### src/design/cipm_pkg.sv
// Shared constants, types and state encoding for the complex inner product magnitude block.
`timescale 1ns / 1ps

package cipm_pkg;

    localparam int LOG2_LENGTH_DEF  = 10;
    localparam int SAMPLE_WIDTH_DEF = 16;
    localparam int FRAC_BITS        = 14;
    localparam int OUT_W            = 24;
    localparam int SQ_W             = 2 * OUT_W;
    localparam int QUEUE_DEPTH      = 4;
    localparam int PTR_W            = $clog2(QUEUE_DEPTH);
    localparam int QCNT_W           = $clog2(QUEUE_DEPTH + 1);
    localparam int ITER_W           = $clog2(OUT_W);

    typedef struct packed {
        logic             sat;
        logic [OUT_W-1:0] mag_re;
        logic [OUT_W-1:0] mag_im;
    } entry_t;

    typedef struct packed {
        logic [QCNT_W-1:0] count;
        logic              empty;
    } queue_stat_t;

    typedef enum logic [2:0] {
        ST_IDLE,
        ST_SQUARE,
        ST_SUM,
        ST_ROOT,
        ST_WAIT
    } back_state_t;

endpackage

### src/design/cipm_queue.sv
// Short queue of clipped sum magnitudes between front and back end.
`timescale 1ns / 1ps

module cipm_queue (
    input  logic                  aclk,
    input  logic                  aresetn,
    input  logic                  push,
    input  cipm_pkg::entry_t      push_entry,
    input  logic                  pop,
    output cipm_pkg::entry_t      head,
    output cipm_pkg::queue_stat_t qstat
);

    localparam int DEPTH  = cipm_pkg::QUEUE_DEPTH;
    localparam int PTR_W  = cipm_pkg::PTR_W;
    localparam int QCNT_W = cipm_pkg::QCNT_W;

    cipm_pkg::entry_t  mem_reg [DEPTH];
    logic [PTR_W-1:0]  wr_ptr_reg, rd_ptr_reg;
    logic [PTR_W-1:0]  wr_ptr_next, rd_ptr_next;
    logic [QCNT_W-1:0] count_reg, count_next;

    assign wr_ptr_next = (wr_ptr_reg == PTR_W'(DEPTH - 1)) ? '0 : wr_ptr_reg + PTR_W'(1);
    assign rd_ptr_next = (rd_ptr_reg == PTR_W'(DEPTH - 1)) ? '0 : rd_ptr_reg + PTR_W'(1);
    assign count_next  = count_reg + QCNT_W'(push) - QCNT_W'(pop);

    always_ff @(posedge aclk) begin
        if (!aresetn) begin
            wr_ptr_reg <= '0;
            rd_ptr_reg <= '0;
            count_reg  <= '0;
        end else begin
            if (push) begin
                wr_ptr_reg <= wr_ptr_next;
            end
            if (pop) begin
                rd_ptr_reg <= rd_ptr_next;
            end
            count_reg <= count_next;
        end
    end

    always_ff @(posedge aclk) begin
        if (push) begin
            mem_reg[wr_ptr_reg] <= push_entry;
        end
    end

    assign head        = mem_reg[rd_ptr_reg];
    assign qstat.count = count_reg;
    assign qstat.empty = (count_reg == '0);

    a_no_overflow: assert property (@(posedge aclk) disable iff (!aresetn)
        push |-> (count_reg < QCNT_W'(DEPTH) || pop))
        else $error("queue written while full");

    a_no_underflow: assert property (@(posedge aclk) disable iff (!aresetn)
        pop |-> count_reg != '0)
        else $error("queue read while empty");

endmodule

### config.mk
export PLATFORM = sky130hd
export DESIGN_NAME = cipm_queue
export DESIGN_NICKNAME = d
export VERILOG_FILES = /design/src/design/cipm_pkg.sv /design/src/design/cipm_queue.sv
export SDC_FILE = /design/constraint.sdc
export NUM_CORES = 1
export LEC_CHECK = 0
export ABC_CLOCK_PERIOD_IN_PS = 2400
export BUFFER_PORTS_ARGS = -buffer_cell sky130_fd_sc_hd__buf_2
export CAP_MARGIN = 10
export CORE_MARGIN = 2
export CORE_UTILIZATION = 56
export DETAILED_ROUTE_END_ITERATION = 7
export PLACE_DENSITY_LB_ADDON = 0.3
export RECOVER_POWER = 50
export SETUP_SLACK_MARGIN = 0.15
export SLEW_MARGIN = 20
export SYNTH_ARGS = -nofsm -noshare
export SYNTH_HDL_FRONTEND = slang
export SYNTH_SLANG_ARGS = --single-unit
### constraint.sdc
create_clock -name aclk -period 2.4 [get_ports aclk]
set_input_delay 0.12 -clock aclk [delete_from_list [all_inputs] [get_ports aclk]]
set_output_delay 0.12 -clock aclk [all_outputs]
set_load 0.01 [all_outputs]
# After elaboration in Yosys (flattened, before gate mapping)
# Memories as Yosys holds them, arrays and structs flattened. A register that Yosys moved wholly into a read port is not among the register bits.
# Index checks and enable logic that the tools add are counted.
# totals
regBits,7
latch_bits,0
ramBits,196
romBits,0
inputBits,53
out_inout_bits,53
wordCells,17
n_memories,1
# mem_list
name,depth,word_bits,rd,rd_ports_with_merged_regs,write_ports,line_no,rtl
mem_reg,4,49,1,1,1,cipm_queue.sv:18,cipm_pkg::entry_t mem_reg [DEPTH];
# op_classes
addsub,4
multipliers,0
div_mod_pow,0
order_cmp,0
n_eq_ne,2
shift,0
mux,6
n_bitwise,0
n_reduce_logical,1
# op_table
operator,n
$mux 2,4
$add 2x1->2 const B,2
$eq 2x2->1 const B,2
$add 3x1->3,1
$logic_not 3->1,1
$sub 3x1->3,1
$mux 1,2

# Longest topological paths before layout
# logic_depth
word_depth,4
mapped_depth,8

# Least setup slack after synthesis
# Ideal clock, no wire load.
# synth_timing
path_type,flip-flop to flip-flop
startpoint,register wr_ptr_reg[0]
endpoint,"memory mem_reg[2][0] (netlist name), enable pin"
setup_ps,411
t_arrival_ps,1708
required_time_ps,1989
setup_slack_ps,281
path_stages_with_launch,4
path_cell_list,dfxtp_1 -> inv_1 -> ha_1 -> and2_1
# synth_rtl
element,line_no,rtl
start: declaration,cipm_queue.sv:19,"logic [PTR_W-1:0] wr_ptr_reg, rd_ptr_reg;"
start signal: assignment,cipm_queue.sv:34,wr_ptr_reg <= wr_ptr_next;
end: declaration,cipm_queue.sv:18,
# No word-level cell before the write port.

# Worst setup path after layout
# layout_timing
startpoint,register wr_ptr_reg[0]
endpoint,"memory mem_reg[3][5] (netlist name), enable pin"
# No word-level cell before the write port.

==> impl_metrics.ini <==
[outcome]
status = finished, final reports clean

[sta]
finalCritPeriodShare = 0.877
rsz0062_at_grt = false
tightest_slew_ns = 1.29
max_freq_mhz = 475
clock-skew-final_ns = 0.00429
worst_slack_ns = 0.296
finalHoldViolCount = 0
finalSetupViolCount = 0
min_period_ns = 2.10
slew_headroom = 0.141
fin_setup_tns_ns = 0
finalMaxSlewViolations = 0

[global_route]
antenna_found_initial = 1
overflow = 0
grt_max_degree = 50
grt_pass1_vias = 3847
grt_first_pass_wirelength_um = 20400
grt_use_total = 0.186

[cells_and_area]
finalNetCount = 536
antenna-diode-count = 0
largest_register_ffs = 196
drive_above_1_share = 0.285
syn_to_final_growth_pct = 24.0

[synth]
synthFlopType = edfxtp_1
syn_inst = 298
ys_seq_elements = 205
synthArstFlopShare = 0
synth_nets = 359
ys_types = 20
yosysMostFrequentCell = edfxtp_1
syn_avg_cell_area_um2 = 25.3
synth_area_leader_cell = edfxtp_1
ys.warnings.count = 0
syn_area_um2 = 7540
ys_top_cells_by_count = 196 x edfxtp_1, 47 x mux4_2, 9 x dfxtp_1, 7 x ha_1, 6 x inv_1
synth_area_leaders = edfxtp_1 78%, mux4_2 14%, dfxtp_1 2.4%, ha_1 1.2%, mux4_1 0.70%
yosysSeqAreaShare = 0.805
yosysTopAreaCellShare = 0.781
synth_edf_count = 196

[clock_tree]
h-tree-depth = 1
clkTransAtPathRegs_ns = 0.06
ctsLongestPathBuffers = 3
ctsResizeCount = 0
clkLatencyLatePin_ns = 0.47
numCtsBuffers = 20
cts_tree = yes
post-cts-setup-buffers = 0
cts-root-buf = clkbuf_16
cts_num_sinks = 205
cts.hold.buffers_added = 51

[routing]
drc = 0
drt-total-wl_um = 12700
via_per_inst = 5.37
vias = 3565
ant_nets = 0
dr.pass1.iters = 4
drtIter0Drc = 333
wl_per_cell_um = 19.2

[worst_setup_path]
critPathCapture = mem_reg[3][5]
ff2ff_path_depth = 3
arrival_ns = 2.18
reg2reg_to = mem_reg[3][5]
rrSetupSlack_ns = 0.30
startpoint = wr_ptr_reg[0]
start_kind = register
worstPathRequired_ns = 2.48
crit_type = reg -> reg
r2r_start = wr_ptr_reg[0]
worstPathMaxFanout = 49
end_kind = register

[place]
port_buffers = 105
gp_congestion = 0.699
hpwl_um = 7520
pre_cts_ws_ns = 0.680

[hold_path]
hold_path.startpoint = pop
hp-class = in -> reg

[die]
die-area_um2 = 14400
core-area_um2 = 13200
fp.dieH_um = 120
io_pins = 106
rows = 42
dieWidth_um = 120
initial_core_util = 0.571

[pwr]
p_per_area_nw_per_um2 = 816
peakVddDrop_v = 0.000645
leakage_nw = 3.12

[flow_run]
max_cap_viol_count = 0
-- stage by stage --
step / hold WS (ns) / power (mW) / cells / area [µm²] / util
after floorplan: 0.219 / 4.63 / 298 / 7540 / -
after global placement: 0.332 / 4.91 / 578 / 8330 / 0.632
after detailed placement: 0.336 / 4.93 / 578 / 8330 / 0.632
after CTS: 0.00835 / 7.73 / 664 / 9430 / 0.715
after global routing: 0.0249 / 7.92 / 664 / 9350 / 0.708
final: 0.0138 / 7.63 / 664 / 9350 / 0.708
-- critical path, stage by stage, from the launching register on --
cell	delay (ns)
dfxtp_1	0.42
ha_1	0.18
and2_2	0.13
buf_2	0.94
-- cells by family after synthesis --
group	share of synthesized area
AND/OR/NAND/NOR	0.0108
XOR/XNOR	0.00299
flip-flops	0.805
buffers and inverters	0.0156
adder cells (fa/ha/maj)	0.0143
AO/OA/AOI/OAI	0.00133
multiplexers	0.150
-- where the power goes --
part	internal [mW]	switching (mW)
clock network	1.60	1.14
logic	0.380	0.365
registers	4.09	0.0637
-- how the worst min path moves through the flow --
stage / endpoint / depth (start not counted)
6_report: register / 3
5_1_grt: register / 3
4_1_cts: register / 3
3_5_place_dp: mem_reg[2][16] / 1
3_3_place_gp: mem_reg[0][25] / 1
2_1_floorplan: mem_reg[0][0] / 0
-- cells in the final DEF (no fill, tap or decap), drive strengths merged --
master / Yosys / layout
clkinv: 0 / 6
dfxtp: 9 / 9
edfxtp: 196 / 196
a21oi: 2 / 2
nor2: 4 / 4
buf: 11 / 62
nor3: 1 / 1
or3b: 2 / 2
and2: 5 / 5
fa: 1 / 1
clkinvlp: 0 / 1
nand2b: 2 / 2
mux4: 49 / 49
ha: 7 / 7
mux2i: 2 / 2
dlygate4sd3: 0 / 51
clkbuf: 0 / 81
inv: 6 / 6
xnor3: 1 / 1
-- per-layer routing --
metal | share of wire | track usage
met5 | 0 | 0
met4 | 0.0076 | 0.0382
met3 | 0.073 | 0.0366
met2 | 0.50 | 0.305
met1 | 0.42 | 0.266
-- final cells by class --
cell class,instances,area (µm²)
clock buffers,28,552
clock inverters,7,31.3
fillers,840,3840
inverters,6,22.5
multi-input cells,76,1360
flip-flops and latches,205,6070
well taps,176,220
repair buffers,166,1090
Note: power is estimated with default switching activity, not from simulation.
