`src/design/cipm_pkg.sv`:
```
// Shared constants, types and state encoding for the complex inner product magnitude block.
`timescale 1ns / 1ps

package cipm_pkg;

    localparam int LOG2_LENGTH_DEF  = 10;
    localparam int SAMPLE_WIDTH_DEF = 16;
    localparam int FRAC_BITS        = 14;
    localparam int OUT_W            = 24;
    localparam int SQ_W             = 2 * OUT_W;
    localparam int QUEUE_DEPTH      = 4;
    localparam int PTR_W            = $clog2(QUEUE_DEPTH);
    localparam int QCNT_W           = $clog2(QUEUE_DEPTH + 1);
    localparam int ITER_W           = $clog2(OUT_W);

    typedef struct packed {
        logic             sat;
        logic [OUT_W-1:0] mag_re;
        logic [OUT_W-1:0] mag_im;
    } entry_t;

    typedef struct packed {
        logic [QCNT_W-1:0] count;
        logic              empty;
    } queue_stat_t;

    typedef enum logic [2:0] {
        ST_IDLE,
        ST_SQUARE,
        ST_SUM,
        ST_ROOT,
        ST_WAIT
    } back_state_t;

endpackage

```
`src/design/cipm_back.sv`:
```
// Back end: square, add and bit-serial floor square root, then the output register.
`timescale 1ns / 1ps

module cipm_back (
    input  logic                              aclk,
    input  logic                              aresetn,
    input  cipm_pkg::queue_stat_t             qstat,
    input  cipm_pkg::entry_t                  head,
    output logic                              pop,
    output logic                              m_tvalid,
    input  logic                              m_tready,
    output logic [cipm_pkg::OUT_W-1:0]        m_tdata,
    output logic                              m_tuser
);

    localparam int OUT_W  = cipm_pkg::OUT_W;
    localparam int SQ_W   = cipm_pkg::SQ_W;
    localparam int ITER_W = cipm_pkg::ITER_W;

    cipm_pkg::back_state_t state_reg, state_next;

    logic              sq_load, rad_load, root_step, iter_clear, out_load, out_free;
    logic              sat_reg;
    logic [OUT_W-1:0]  mag_re_reg, mag_im_reg;
    logic [SQ_W-1:0]   sq_re_reg, sq_im_reg, rad_reg;
    logic [OUT_W:0]    rem_reg;
    logic [OUT_W-1:0]  root_reg;
    logic [ITER_W-1:0] iter_reg;
    logic [OUT_W+2:0]  trial_rem, trial;
    logic              out_valid_reg, out_sat_reg;
    logic [OUT_W-1:0]  out_mag_reg;

    assign out_free = !out_valid_reg || m_tready;

    always_comb begin
        state_next = state_reg;
        case (state_reg)
            cipm_pkg::ST_IDLE: begin
                if (!qstat.empty) begin
                    state_next = cipm_pkg::ST_SQUARE;
                end
            end
            cipm_pkg::ST_SQUARE: state_next = cipm_pkg::ST_SUM;
            cipm_pkg::ST_SUM:    state_next = cipm_pkg::ST_ROOT;
            cipm_pkg::ST_ROOT: begin
                if (iter_reg == ITER_W'(OUT_W - 1)) begin
                    state_next = cipm_pkg::ST_WAIT;
                end
            end
            cipm_pkg::ST_WAIT: begin
                if (out_free) begin
                    state_next = cipm_pkg::ST_IDLE;
                end
            end
            default: state_next = cipm_pkg::ST_IDLE;
        endcase
    end

    always_comb begin
        pop        = 1'b0;
        sq_load    = 1'b0;
        rad_load   = 1'b0;
        iter_clear = 1'b0;
        root_step  = 1'b0;
        out_load   = 1'b0;
        case (state_reg)
            cipm_pkg::ST_IDLE:   pop = !qstat.empty;
            cipm_pkg::ST_SQUARE: sq_load = 1'b1;
            cipm_pkg::ST_SUM: begin
                rad_load   = 1'b1;
                iter_clear = 1'b1;
            end
            cipm_pkg::ST_ROOT:   root_step = 1'b1;
            cipm_pkg::ST_WAIT:   out_load = out_free;
            default: begin
                pop = 1'b0;
            end
        endcase
    end

    always_ff @(posedge aclk) begin
        if (!aresetn) begin
            state_reg     <= cipm_pkg::ST_IDLE;
            iter_reg      <= '0;
            out_valid_reg <= 1'b0;
        end else begin
            state_reg <= state_next;
            if (iter_clear) begin
                iter_reg <= '0;
            end else if (root_step) begin
                iter_reg <= iter_reg + ITER_W'(1);
            end
            if (out_load) begin
                out_valid_reg <= 1'b1;
            end else if (m_tready) begin
                out_valid_reg <= 1'b0;
            end
        end
    end

    assign trial_rem = {rem_reg, rad_reg[SQ_W-1:SQ_W-2]};
    assign trial     = {1'b0, root_reg, 2'b01};

    always_ff @(posedge aclk) begin
        if (pop) begin
            sat_reg    <= head.sat;
            mag_re_reg <= head.mag_re;
            mag_im_reg <= head.mag_im;
        end
        if (sq_load) begin
            sq_re_reg <= mag_re_reg * mag_re_reg;
            sq_im_reg <= mag_im_reg * mag_im_reg;
        end
        if (rad_load) begin
            rad_reg  <= sq_re_reg + sq_im_reg;
            rem_reg  <= '0;
            root_reg <= '0;
        end else if (root_step) begin
            rad_reg <= {rad_reg[SQ_W-3:0], 2'b00};
            if (trial_rem >= trial) begin
                rem_reg  <= (OUT_W+1)'(trial_rem - trial);
                root_reg <= {root_reg[OUT_W-2:0], 1'b1};
            end else begin
                rem_reg  <= (OUT_W+1)'(trial_rem);
                root_reg <= {root_reg[OUT_W-2:0], 1'b0};
            end
        end
        if (out_load) begin
            out_mag_reg <= root_reg;
            out_sat_reg <= sat_reg;
        end
    end

    assign m_tvalid = out_valid_reg;
    assign m_tdata  = out_mag_reg;
    assign m_tuser  = out_sat_reg;

    a_square_after_pop: assert property (@(posedge aclk) disable iff (!aresetn)
        pop |=> state_reg == cipm_pkg::ST_SQUARE)
        else $error("square stage not entered after queue read");

    a_result_from_wait: assert property (@(posedge aclk) disable iff (!aresetn)
        $rose(out_valid_reg) |-> $past(state_reg) == cipm_pkg::ST_WAIT)
        else $error("result word loaded outside root completion");

endmodule

```
`config.mk`:
```
export PLATFORM = sky130hd
export DESIGN_NAME = cipm_back
export DESIGN_NICKNAME = d
export VERILOG_FILES = /design/src/design/cipm_pkg.sv /design/src/design/cipm_back.sv
export SDC_FILE = /design/constraint.sdc
export NUM_CORES = 2
export LEC_CHECK = 0
export BUFFER_PORTS_ARGS = -buffer_cell sky130_fd_sc_hd__buf_4
export CAP_MARGIN = 10
export CORE_UTILIZATION = 65
export DETAILED_ROUTE_END_ITERATION = 7
export PLACE_DENSITY = 0.82
export SYNTH_ARGS = -nofsm -noshare
export SYNTH_HDL_FRONTEND = slang
export SYNTH_SLANG_ARGS = --single-unit
```
`constraint.sdc`:
```
create_clock -name aclk -period 9.2 [get_ports aclk]
set_input_delay 0.46 -clock aclk [delete_from_list [all_inputs] [get_ports aclk]]
set_output_delay 0.46 -clock aclk [all_outputs]
set_load 0.05 [all_outputs]
```
=== After elaboration in Yosys (flattened, before gate mapping) ===
Cells that the tools add are included.

* Flip-flop bits (word level): 276

* $add $sub $neg: 3
* $mul: 2
* Order comparisons: 1
* Equal/unequal tests: 8
* Multiplexer cells: 15
* Bitwise logic cells: 1
* Reductions and logical operators: 8

{| class="wikitable"
|+ Operators with widths
! kind !! number
|-
| $mul A24 B24 Y48 || 2
|-
| $mux W48 || 2
|-
| $add A48 B48 Y48 || 1
|-
| $ge A27 B26 Y1 || 1
|-
| $mux W25 || 1
|-
| $sub A25 B25 Y25 || 1
|-
| $pmux W3 S5 || 1
|-
| $mux W3 || 3
|-
| $mux W1 || 8
|-
| $eq A3 B2 Y1 const B || 2
|-
| $ne A2 B2 Y1 const B || 3
|-
| $add A5 B1 Y5 const B || 1
|-
| $eq A5 B5 Y1 const B || 1
|-
| $reduce_bool A2 Y1 || 2
|-
| $eq A3 B1 Y1 const B || 1
|-
| $eq A3 B3 Y1 const B || 1
|-
| $logic_not A3 Y1 || 1
|-
| $reduce_and A3 Y1 || 1
|-
| $logic_not A1 Y1 || 2
|-
| $reduce_or A2 Y1 || 1
|-
| $logic_or A1 B1 Y1 || 1
|-
| $not A1 Y1 || 1
|}

=== Logic depth before layout (Yosys ltp) ===
* Depth after elaboration: 4
* Gate-level depth with buffers: 28

=== Least setup slack after synthesis ===
OpenSTA, ideal clock, no wires.

* Path type: register -> register
* From: reg state_reg[2]
* To: reg sq_im_reg[0] (enable)
* Setup time: 0.662 ns
* Arrival: 6.874 ns
* Required time: 8.538 ns
* Path slack: 1.664 ns
* Stages on the path, launching flop included: 3
* Buffers on the path: 1
* Cell sequence: dfxtp_1 -> clkbuf_1 -> nor3_1

* Word-level cells in the longest chain between the ends: 2

{| class="wikitable"
|+ Ends and longest elaborated chain
! element !! RTL line !! text
|-
| start: declaration || cipm_back.sv:20 || <nowiki>cipm_pkg::back_state_t state_reg, state_next;</nowiki>
|-
| start signal: assignment || cipm_back.sv:83 || <nowiki>state_reg <= cipm_pkg::ST_IDLE;</nowiki>
|-
| start signal: assignment || cipm_back.sv:87 || <nowiki>state_reg <= state_next;</nowiki>
|-
| $eq A3 B1 Y1 || cipm_back.sv:66 || <nowiki>case (state_reg)</nowiki>
|-
| $mux W1 || cipm_back.sv:66 ||
|-
| end signal: assignment || cipm_back.sv:112 || <nowiki>sq_im_reg <= mag_im_reg * mag_im_reg;</nowiki>
|-
| end: declaration || cipm_back.sv:25 || <nowiki>logic [SQ_W-1:0] sq_re_reg, sq_im_reg, rad_reg;</nowiki>
|}

No other way between the ends.
A chain may end at the register's enable or synchronous reset.

=== Worst setup path after layout ===
* From: reg mag_im_reg[7]
* To: reg sq_im_reg[41] (data pin)

* Word-level cells in the longest chain between the ends: 1

{| class="wikitable"
|+ Ends and longest elaborated chain
! element !! RTL line !! text
|-
| start: declaration || cipm_back.sv:24 || <nowiki>logic [OUT_W-1:0] mag_re_reg, mag_im_reg;</nowiki>
|-
| start signal: assignment || cipm_back.sv:108 || <nowiki>mag_im_reg <= head.mag_im;</nowiki>
|-
| $mul A24 B24 Y48 || cipm_back.sv:112 ||
|}

No other way between the ends.

==> results.toml <==
[sta]
holdWs_ns = 0.0627
tightest_slew_ns = 1.21
rsz0062_at_grt = "no"
finClkSkew_ns = 0.0276
finalHoldViolCount = 0
setup_violations = 0
slew_viol_final = 0
timing.setup.tns_ns = 0
fmax_mhz = 117
period_share = 0.927
slew-limit-headroom = 0.192
period_minus_slack_ns = 8.53

[place]
port_buffers = 79
dpl.hpwl_um = 78400
place.gp.congestion = 0.910

[critical_path]
arrival_ns = 8.85
worstPathRequired_ns = 9.52
end_kind = "register"
path_class = "register to register"
crit_path_start_kind = "register"
worstPathMaxFanout = 23
r2r_cells = 24

[cells_and_area]
layout_commonest_cell = "inv_1"
fin_nets = 6054
final_layout_size_suffix_gt1_frac = 0.0448
fillCellCount = 5067
mostFrequentLayoutCells = "inv_1, fa_1, nand2_1"
num_antenna_cells = 0
area_growth_pct = 6.19
largest_reg_flops = 48

[clock_tree]
root_buffer = "clkbuf_16"
cts_made_buffers = 34
cts_sinks = 274
cts_hold_repair.buffers = 0
cts_resized = 0
insertion_delay_ns = 0.57
cts_tree = "built"
cts_buffer_depth = 3
post_cts.repair.setup_buffers = 0
path_clk_slew_ns = 0.05
htreeDepth = 2

[yosys]
synth.avg_cell_area_um2 = 9.59
synth_edf_count = 216
synth_area_um2 = 45200
ys.flop_type = "edfxtp_1"
synth-seq-cells = 274
ys_seq_area_frac = 0.169
yosys_warnings = 0
synth_cells = 4713
async_flop_share = 0
syn_nets = 6040
synth_cell_types = 70

[global_route]
grt_pass1_vias = 34496
grt_start_max_net_pins = 90
grt.overflow.total = 0
antenna_found_initial = 0
grtUsageTotal = 0.292
grt_pass1_wl_um = 165000

[route]
totalWireLength_um = 97400
wl_per_cell_um = 17.1
drtAntennaViolNets = 0
drc = 0
firstDrtPassIters = 6
via_count = 31630
drt_iter0_markers = 1954
avgViaCountPerCell = 5.56

[floorplanning]
core_um2 = 68700
dieWidth_um = 266
io-pin-count = 83
die-area_um2 = 70600
die_h_um = 266
num_rows = 96
start_util = 0.658

[run]
cap_violations = 0

[worst_hold_path]
hold_path_depth = 1
hold_class = "input port to register"

[outcome]
outcome = "finished, final reports clean"
-- critical path, cell delays in order, from the launching register on --
cell and delay (ns):
edfxtp_1 1.02, nand2_1 0.17, fa_1 0.60, inv_1 0.07, fa_1 0.48, fa_1 0.49
inv_1 0.05, fa_1 0.51, inv_1 0.07, fa_1 0.49, fa_1 0.50, inv_1 0.05
fa_1 0.49, inv_1 0.05, ha_1 0.35, a21o_1 0.23, nor2_1 0.09, o21ai_0 0.09
a2111oi_0 0.67, o221ai_1 0.33, a211oi_1 0.62, o21ai_0 0.29, a211oi_1 0.31, o21bai_1 0.11
xor2_1 0.14
-- stage by stage --
stage                util  std cells  area (um^2)  worst slack (ns)
global placement    0.681       5621        46800             0.939
CTS                 0.699       5683        48000             0.831
floorplan               -       4713        45200              1.66
finish              0.699       5684        48000             0.673
detailed placement  0.681       5621        46800             0.876
global route        0.699       5684        48000             0.313
-- kinds of logic (layout without fill, tap and decap cells) --
kind of cell,Yosys count,count (layout),share of synthesized area
and+or+nand+nor,997,997,0.105
DFF,274,274,0.169
AOI/OAI and AO/OA,600,600,0.0833
xor gates and xnor gates,165,165,0.0320
adders and majority gates,1271,1271,0.492
buffers and inverters,1397,1437,0.116
muxes,9,9,0.00205
-- Yosys cell counts (19+ instances only) --
cell / n / area (um^2)
nand2b_1: 20 / 125
nor2_1: 105 / 394
a211oi_1: 19 / 143
fa_1: 843 / 16900
o21bai_1: 24 / 180
nor2b_1: 30 / 188
inv_1: 1243 / 4670
nand3_1: 64 / 320
xor2_1: 71 / 622
xnor2_1: 94 / 823
nor3_1: 19 / 95.1
edfxtp_1: 216 / 6490
and3_1: 21 / 131
clkbuf_1: 143 / 537
a31oi_1: 23 / 144
o21a_1: 23 / 173
ha_1: 428 / 5360
dfxtp_1: 58 / 1160
nand2_1: 453 / 1700
o21ai_0: 153 / 766
a21oi_1: 162 / 811
a21o_1: 87 / 653
and2_1: 232 / 1450
-- path summary, 6_finish.rpt --
kind                                     from             end  slack [ns]
worst min register to register        sat_reg         m_tuser        0.42
worst max-delay path            mag_im_reg[7]   sq_im_reg[41]        0.67
worst max register to register  mag_im_reg[7]   sq_im_reg[41]        0.67
worst min-delay path                 head[12]  mag_im_reg[12]        0.06
-- layout make-up --
cell class | instances | area [um^2] | share of cell area
Clock inverter | 22 | 300 | 0.00625
Inverter | 1244 | 4670 | 0.0973
Clock buffer | 40 | 915 | 0.0190
Timing Repair Buffer | 131 | 996 | 0.0207
Tap cell | 931 | 1160 | 0.0243
Multi-Input combinational cell | 3042 | 32300 | 0.673
Sequential cell | 274 | 7650 | 0.159
-- per-layer routing --
metal	up-vias	wire, um	GRT usage
li1	14516	-	-
met2	1004	50800	0.524
met1	15846	37100	0.357
met5	-	0	0
met4	0	3260	0.105
met3	264	6230	0.0460
Power is left out: the tool's default activity adds up to more than one toggle a clock period on the data nets, which glitch-free logic cannot reach.
