File: config.mk
export PLATFORM = sky130hd
export DESIGN_NAME = cipm_front
export DESIGN_NICKNAME = d
export VERILOG_FILES = /design/src/design/cipm_pkg.sv /design/src/design/cipm_front.sv
export SDC_FILE = /design/constraint.sdc
export NUM_CORES = 2
export LEC_CHECK = 0
export ABC_AREA = 1
export ABC_CLOCK_PERIOD_IN_PS = 8300
export BUFFER_PORTS_ARGS = -buffer_cell sky130_fd_sc_hd__buf_2
export CAP_MARGIN = 15
export CORE_ASPECT_RATIO = 2
export CORE_MARGIN = 2
export CORE_UTILIZATION = 40
export CTS_BUF_LIST = sky130_fd_sc_hd__clkbuf_4 sky130_fd_sc_hd__clkbuf_8
export CTS_CLUSTER_SIZE = 12
export DETAILED_ROUTE_END_ITERATION = 7
export PLACE_DENSITY = 0.61
export SLEW_MARGIN = 40
export SYNTH_ARGS = -nofsm -noshare
export SYNTH_HDL_FRONTEND = slang
export SYNTH_SLANG_ARGS = --single-unit
File: constraint.sdc
create_clock -name aclk -period 8.3 [get_ports aclk]
set_input_delay 1.66 -clock aclk [delete_from_list [all_inputs] [get_ports aclk]]
set_output_delay 1.66 -clock aclk [all_outputs]
set_load 0.05 [all_outputs]
File: src/design/cipm_pkg.sv
// Shared constants, types and state encoding for the complex inner product magnitude block.
`timescale 1ns / 1ps

package cipm_pkg;

    localparam int LOG2_LENGTH_DEF  = 10;
    localparam int SAMPLE_WIDTH_DEF = 16;
    localparam int FRAC_BITS        = 14;
    localparam int OUT_W            = 24;
    localparam int SQ_W             = 2 * OUT_W;
    localparam int QUEUE_DEPTH      = 4;
    localparam int PTR_W            = $clog2(QUEUE_DEPTH);
    localparam int QCNT_W           = $clog2(QUEUE_DEPTH + 1);
    localparam int ITER_W           = $clog2(OUT_W);

    typedef struct packed {
        logic             sat;
        logic [OUT_W-1:0] mag_re;
        logic [OUT_W-1:0] mag_im;
    } entry_t;

    typedef struct packed {
        logic [QCNT_W-1:0] count;
        logic              empty;
    } queue_stat_t;

    typedef enum logic [2:0] {
        ST_IDLE,
        ST_SQUARE,
        ST_SUM,
        ST_ROOT,
        ST_WAIT
    } back_state_t;

endpackage

File: src/design/cipm_front.sv
// Front end: multiply, accumulate, scale and clip, push finished sums to the queue.
`timescale 1ns / 1ps

module cipm_front #(
    parameter int LOG2_LENGTH  = cipm_pkg::LOG2_LENGTH_DEF,
    parameter int SAMPLE_WIDTH = cipm_pkg::SAMPLE_WIDTH_DEF
) (
    input  logic                        aclk,
    input  logic                        aresetn,
    input  logic                        s_tvalid,
    output logic                        s_tready,
    input  logic [((4*SAMPLE_WIDTH+7)/8)*8-1:0] s_tdata,
    input  logic                        s_tlast,
    input  cipm_pkg::queue_stat_t       qstat,
    output logic                        push,
    output cipm_pkg::entry_t            push_entry
);

    localparam int SW      = SAMPLE_WIDTH;
    localparam int PW      = 2 * SW;
    localparam int ACC_RAW = 2 * SW + LOG2_LENGTH + 2;
    localparam int ACC_W   = (ACC_RAW > 62) ? 62 : ACC_RAW;
    localparam int OUT_W   = cipm_pkg::OUT_W;
    localparam int EXT_W   = (ACC_W > OUT_W + 2) ? ACC_W : OUT_W + 2;
    localparam int CRED_W  = cipm_pkg::QCNT_W + 2;

    localparam logic signed [EXT_W-1:0] OUT_MAX_E =
        {{(EXT_W-OUT_W+1){1'b0}}, {(OUT_W-1){1'b1}}};
    localparam logic signed [EXT_W-1:0] OUT_MIN_E =
        {{(EXT_W-OUT_W+1){1'b1}}, {(OUT_W-1){1'b0}}};

    typedef struct packed {
        logic             sat;
        logic [OUT_W-1:0] mag;
    } clip_t;

    function automatic clip_t clip_mag(input logic signed [ACC_W-1:0] acc);
        logic signed [EXT_W-1:0] ext;
        logic signed [EXT_W-1:0] q;
        clip_t                   r;
        ext = EXT_W'(acc);
        q   = ext >>> cipm_pkg::FRAC_BITS;
        if (q > OUT_MAX_E) begin
            r.sat = 1'b1;
            r.mag = OUT_W'(OUT_MAX_E);
        end else if (q < OUT_MIN_E) begin
            r.sat = 1'b1;
            r.mag = OUT_W'(-OUT_MIN_E);
        end else if (q < 0) begin
            r.sat = 1'b0;
            r.mag = OUT_W'(-q);
        end else begin
            r.sat = 1'b0;
            r.mag = OUT_W'(q);
        end
        return r;
    endfunction

    logic signed [SW-1:0]    a_re, a_im, b_re, b_im;
    logic                    accept;
    logic [CRED_W-1:0]       need;

    logic                    st1_valid_reg, st1_last_reg;
    logic signed [PW-1:0]    p_rr_reg, p_ii_reg, p_ir_reg, p_ri_reg;

    logic signed [ACC_W-1:0] sum_real_reg, sum_imag_reg;
    logic signed [ACC_W-1:0] sum_real_next, sum_imag_next;
    logic                    fin_valid_reg;
    logic signed [ACC_W-1:0] fin_re_reg, fin_im_reg;

    clip_t                   clip_re, clip_im;

    assign a_re = signed'(s_tdata[SW-1:0]);
    assign a_im = signed'(s_tdata[2*SW-1:SW]);
    assign b_re = signed'(s_tdata[3*SW-1:2*SW]);
    assign b_im = signed'(s_tdata[4*SW-1:3*SW]);

    // reserve a queue slot for every frame end still in flight plus this word
    assign need = CRED_W'(qstat.count) + CRED_W'(st1_last_reg)
                + CRED_W'(fin_valid_reg) + CRED_W'(1);
    assign s_tready = (need <= CRED_W'(cipm_pkg::QUEUE_DEPTH));
    assign accept   = s_tvalid & s_tready;

    always_ff @(posedge aclk) begin
        if (!aresetn) begin
            st1_valid_reg <= 1'b0;
            st1_last_reg  <= 1'b0;
        end else begin
            st1_valid_reg <= accept;
            st1_last_reg  <= accept & s_tlast;
        end
    end

    always_ff @(posedge aclk) begin
        p_rr_reg <= a_re * b_re;
        p_ii_reg <= a_im * b_im;
        p_ir_reg <= a_im * b_re;
        p_ri_reg <= a_re * b_im;
    end

    assign sum_real_next = sum_real_reg + ACC_W'(p_rr_reg) + ACC_W'(p_ii_reg);
    assign sum_imag_next = sum_imag_reg + ACC_W'(p_ir_reg) - ACC_W'(p_ri_reg);

    always_ff @(posedge aclk) begin
        if (!aresetn) begin
            sum_real_reg  <= '0;
            sum_imag_reg  <= '0;
            fin_valid_reg <= 1'b0;
        end else begin
            fin_valid_reg <= st1_valid_reg & st1_last_reg;
            if (st1_valid_reg) begin
                if (st1_last_reg) begin
                    sum_real_reg <= '0;
                    sum_imag_reg <= '0;
                end else begin
                    sum_real_reg <= sum_real_next;
                    sum_imag_reg <= sum_imag_next;
                end
            end
        end
    end

    always_ff @(posedge aclk) begin
        if (st1_valid_reg && st1_last_reg) begin
            fin_re_reg <= sum_real_next;
            fin_im_reg <= sum_imag_next;
        end
    end

    assign clip_re = clip_mag(fin_re_reg);
    assign clip_im = clip_mag(fin_im_reg);

    assign push              = fin_valid_reg;
    assign push_entry.sat    = clip_re.sat | clip_im.sat;
    assign push_entry.mag_re = clip_re.mag;
    assign push_entry.mag_im = clip_im.mag;

endmodule

# Word-level counts from Yosys, hierarchy flattened
# Index checks and enable logic that the tools add are counted.
dict set report word_totals {
  regBits 307
  input_bits 72
  output_inout_bits 51
  word_cells 44
}
dict set report classes {
  add_sub_neg 9
  multipliers 4
  order_cmp 7
  n_mux 8
  bitwise 4
  reduce_logical 1
}
# operator count
set ops {}
lappend ops {{$add A44 B32 Y44} 3}
lappend ops {{$mul A16 B16 Y32} 4}
lappend ops {{$mux W25} 4}
lappend ops {{$mux W44} 2}
lappend ops {{$gt A30 B24 Y1 const B} 2}
lappend ops {{$lt A30 B1 Y1 const B} 2}
lappend ops {{$lt A30 B24 Y1 const B} 2}
lappend ops {{$mux W24} 2}
lappend ops {{$neg A24 Y24} 2}
lappend ops {{$sub A44 B32 Y44} 1}
lappend ops {{$add A4 B1 Y5} 1}
lappend ops {{$add A5 B1 Y5 const B} 1}
lappend ops {{$le A5 B3 Y1 const B} 1}
lappend ops {{$add A3 B1 Y4} 1}
lappend ops {{$and A1 B1 Y1} 3}
lappend ops {{$logic_and A1 B1 Y1} 1}
lappend ops {{$or A1 B1 Y1} 1}

# Logic depth before layout (Yosys ltp)
dict set report depth {
  ltp_word 6
  depth_mapped 28
}

# Worst setup path before layout
# No wires, ideal clock.
dict set report synth_path {
  path_type {input -> register}
  startpoint {input port s_tdata[31]}
  endpoint {register p_ir_reg[31]}
  setup_ns 0.113
  arrival_ns 6.735
  slack_ns 1.452
  path_stages 19
  cell_sequence {clkbuf_1 -> nand2_1 -> inv_1 -> fa_1 -> fa_1 -> inv_1 -> fa_1 -> fa_1 -> fa_1 -> fa_1 -> inv_1 -> ha_1 -> nand2_1 -> nor2_1 -> nand2_1 -> or2_2 -> and2_1 -> nand3_1 -> nand2_1}
}
dict set report synth_via {
  elab_chain_len 1
}
# element line_no
set synth_rtl {}
lappend synth_rtl {{start, declared} cipm_front.sv:12} ;# input logic [((4*SAMPLE_WIDTH+7)/8)*8-1:0] s_tdata,
lappend synth_rtl {{$mul A16 B16 Y32} cipm_front.sv:97} ;# p_ir_reg <= a_im * b_re;
lappend synth_rtl {{end signal, assigned} cipm_front.sv:97}
lappend synth_rtl {{end, declared} cipm_front.sv:64} ;# logic signed [PW-1:0] p_rr_reg, p_ii_reg, p_ir_reg, p_ri_reg;
# Every way passes these cells.
# A chain may end at the register's enable or synchronous reset.

# Final worst setup path
dict set report layout_path {
  startpoint {input port s_tdata[50]}
  endpoint {register p_ri_reg[31]}
}
dict set report layout_via {
  elab_chain_len 1
}
# element line_no
set layout_rtl {}
lappend layout_rtl {{$mul A16 B16 Y32} cipm_front.sv:98} ;# p_ri_reg <= a_re * b_im;
lappend layout_rtl {{end signal, assigned} cipm_front.sv:98}
lappend layout_rtl {{end, declared} cipm_front.sv:64}
# Every way passes these cells.

==> results.md <==
- Multi-input logic area: ~45000 um^2
- Sequential cell area fraction in the yosys report: roughly a tenth
- Fmax: 0.141 GHz
- Reg area: about 6200 um^2
- Clock skew: between 0.08 and 0.09 ns
- Initial antenna violation count: 20
- GPL Wtd Cong: 1.01
- CTS Root Cell: clkbuf_8
- GRT overflow: 0
- DRC Markers: 0
- Yosys reg bits: about 280
- Most frequent cells after synthesis: inv_1, nand2_1, fa_1
- Worst-Skew Late Latency: between 0.7 and 0.8 ns
- Yosys warning total: 0
- Status: completed
- Hold buffer count at cts: 0
- Post-synthesis cell type with the largest combined area: fa_1
- Mapped cell area: ~60000 um^2
- Port buffer count: approximately 120
- Overall routing resource usage: between 20% and 30%
- Unrepaired setup endpoints after global routing: false
- Final Max Slew Viols: 0
- Synth top area share: around 38%
- Synth top area cells: fa_1, inv_1, nand2_1
- Routed WL per cell: ~19 um
- Final hold vios: 0
- Slew HR: around two fifths
- WL final: ~190000 um
- Setup violators final: 0
- Largest net degree at the start of global routing: 71
- Reg clk slew, reported paths: ~0.07 ns
- Drt first pass iters: 6
- Area growth, synth to finish: 6.86%
- Initial drt markers: 2638
- Setup TNS: 0 ns
- Worst Path Max Fanout: 24
- I/O pins: between 100 and 150
- Vias/cell: 4.92
- CTS tree: yes
- Layout cell share with drive strength beyond 1: 5.20%
- Floorplan row count: 201
- First-pass GRT wire length: just under 300000 um
- CP Capture Type: flop
- PostCTS Resize Cnt: 0
- Tightest Pin Transition: 0.920 ns
- Die X: approximately 280 um
- Clk sinks: between 200 and 300
- Num CTS Buffers: 43
- Hold Crit Class: reg -> reg
- Clk buf depth: 3
- H-tree levels: 2
- Die area: roughly 150000 um^2
- WP data required: ~8.9 ns
- Core footprint: about 150000 um^2
- Number of global-route vias before repair: about 55k
- Crit Path Category: in -> reg
- Count leader, synth: inv_1
- Vias: roughly 50k
- Reg2Reg Setup Slack: 4.71 ns
- Layout fillers: ~16k
- MaxCap Viol Count: 0
- Initial Util: about two fifths
- Main synth FF type: dfxtp_1
- Worst setup SP type: input port
- Die Y: between 500 and 600 um
- Syn avg cell area: ~7.5 um^2
- Asr flop ratio synth: 0%
- WP data arrival: between 7 and 8 ns
- Final min period: 7.07 ns
- Number of synthesized flops with an enable pin: 60
- Post-Syn Instances: around 8.0k
- Tcrit/Tclk final: 85.2%
- Net count after synthesis: around 9.7k
- Post-DP HPWL: 165000 um
- Antenna violation net count after detailed routing: 0
- Setup repair bufs after CTS: 0
- Nets: about 9.7k
- Distinct cells, synth: 53
-- final timing paths --
kind | start | to | cells past startpoint
setup / recovery | s_tdata[50] | p_ri_reg[31]$_DFF_P_ | 21
hold reg to reg | sum_imag_reg[32]$_SDFFE_PN0P_ | sum_imag_reg[32]$_SDFFE_PN0P_ | 2
hold / removal | sum_imag_reg[32]$_SDFFE_PN0P_ | sum_imag_reg[32]$_SDFFE_PN0P_ | 2
setup reg to reg | p_ir_reg[25]$_DFF_P_ | sum_imag_reg[27]$_SDFFE_PN0P_ | 14
-- critical path, cell delays in order --
cell,delay (ns)
buf_2,0.62
nand2_1,0.21
inv_1,0.12
fa_1,0.56
fa_1,0.57
buf_4,0.21
fa_1,0.42
fa_1,0.55
inv_1,0.06
fa_1,0.53
inv_1,0.05
fa_1,0.50
ha_1,0.45
inv_1,0.11
nor3_1,0.31
nand4_1,0.24
nor2_1,0.14
nand2_1,0.06
inv_1,0.05
nor2_1,0.04
xor2_1,0.16
-- through the flow --
step / area, um^2 / cells / setup WS [ns] / hold WS, ns / util, %
finish: 64400 / 10100 / 1.23 / 0.466 / 43.0
global route: 64400 / 10100 / 0.817 / 0.487 / 43.0
CTS: 64400 / 10000 / 1.23 / 0.468 / 42.9
detailed placement: 63400 / 9967 / 0.522 / 0.458 / 42.3
global placement: 63400 / 9966 / 0.609 / 0.454 / 42.3
floorplan: 60300 / 8034 / 1.45 / 0.445 / -
-- cell families (layout without fill, tap and decap cells) --
| kind of cell | Yosys count | after routing | share of synthesized area, % |
|---|---|---|---|
| AOI/OAI and AO/OA | 514 | 514 | 4.67 |
| xor gates and xnor gates | 180 | 180 | 2.68 |
| adders and majority gates | 1557 | 1557 | 46.5 |
| buffers and inverters | 2548 | 2634 | 15.9 |
| DFF | 279 | 279 | 10.3 |
| other | 0 | 9 | 0 |
| and+or+nand+nor | 2956 | 2956 | 20.0 |
-- metal layers --
metal	wire (um)	share of wire [%]	global-route usage [%]
met5	78	0.041	0
met1	62200	32	24.3
met4	19300	10	21.1
met3	8070	4.2	2.51
met2	102000	53	48.6
-- layout make-up --
cell class,instances,share of cell area [%]
diodes,9,0.0350
clock buffers,52,1.06
clock inverters,28,0.441
inverters,2318,13.5
multi-input cells,5207,69.1
flip-flops and latches,279,9.61
well taps,1928,3.75
repair buffers,236,2.47
-- cell usage in the layout, fill, tap and decap left out, types with 70 or more instances in the layout --
cell type  netlist  layout
a21oi_1        281     281
buf_2            8     118
buf_4            0     108
dfxtp_1        219     218
fa_1          1136    1136
ha_1           421     421
inv_1         2302    2300
nand2_1       2151    2151
nand3_1        210     210
nor2_1         354     352
o21ai_0        133     133
xnor2_1         70      70
xor2_1         105     105
Power is left out: the tool's default activity adds up to more than one toggle a clock period on the data nets, which glitch-free logic cannot reach.
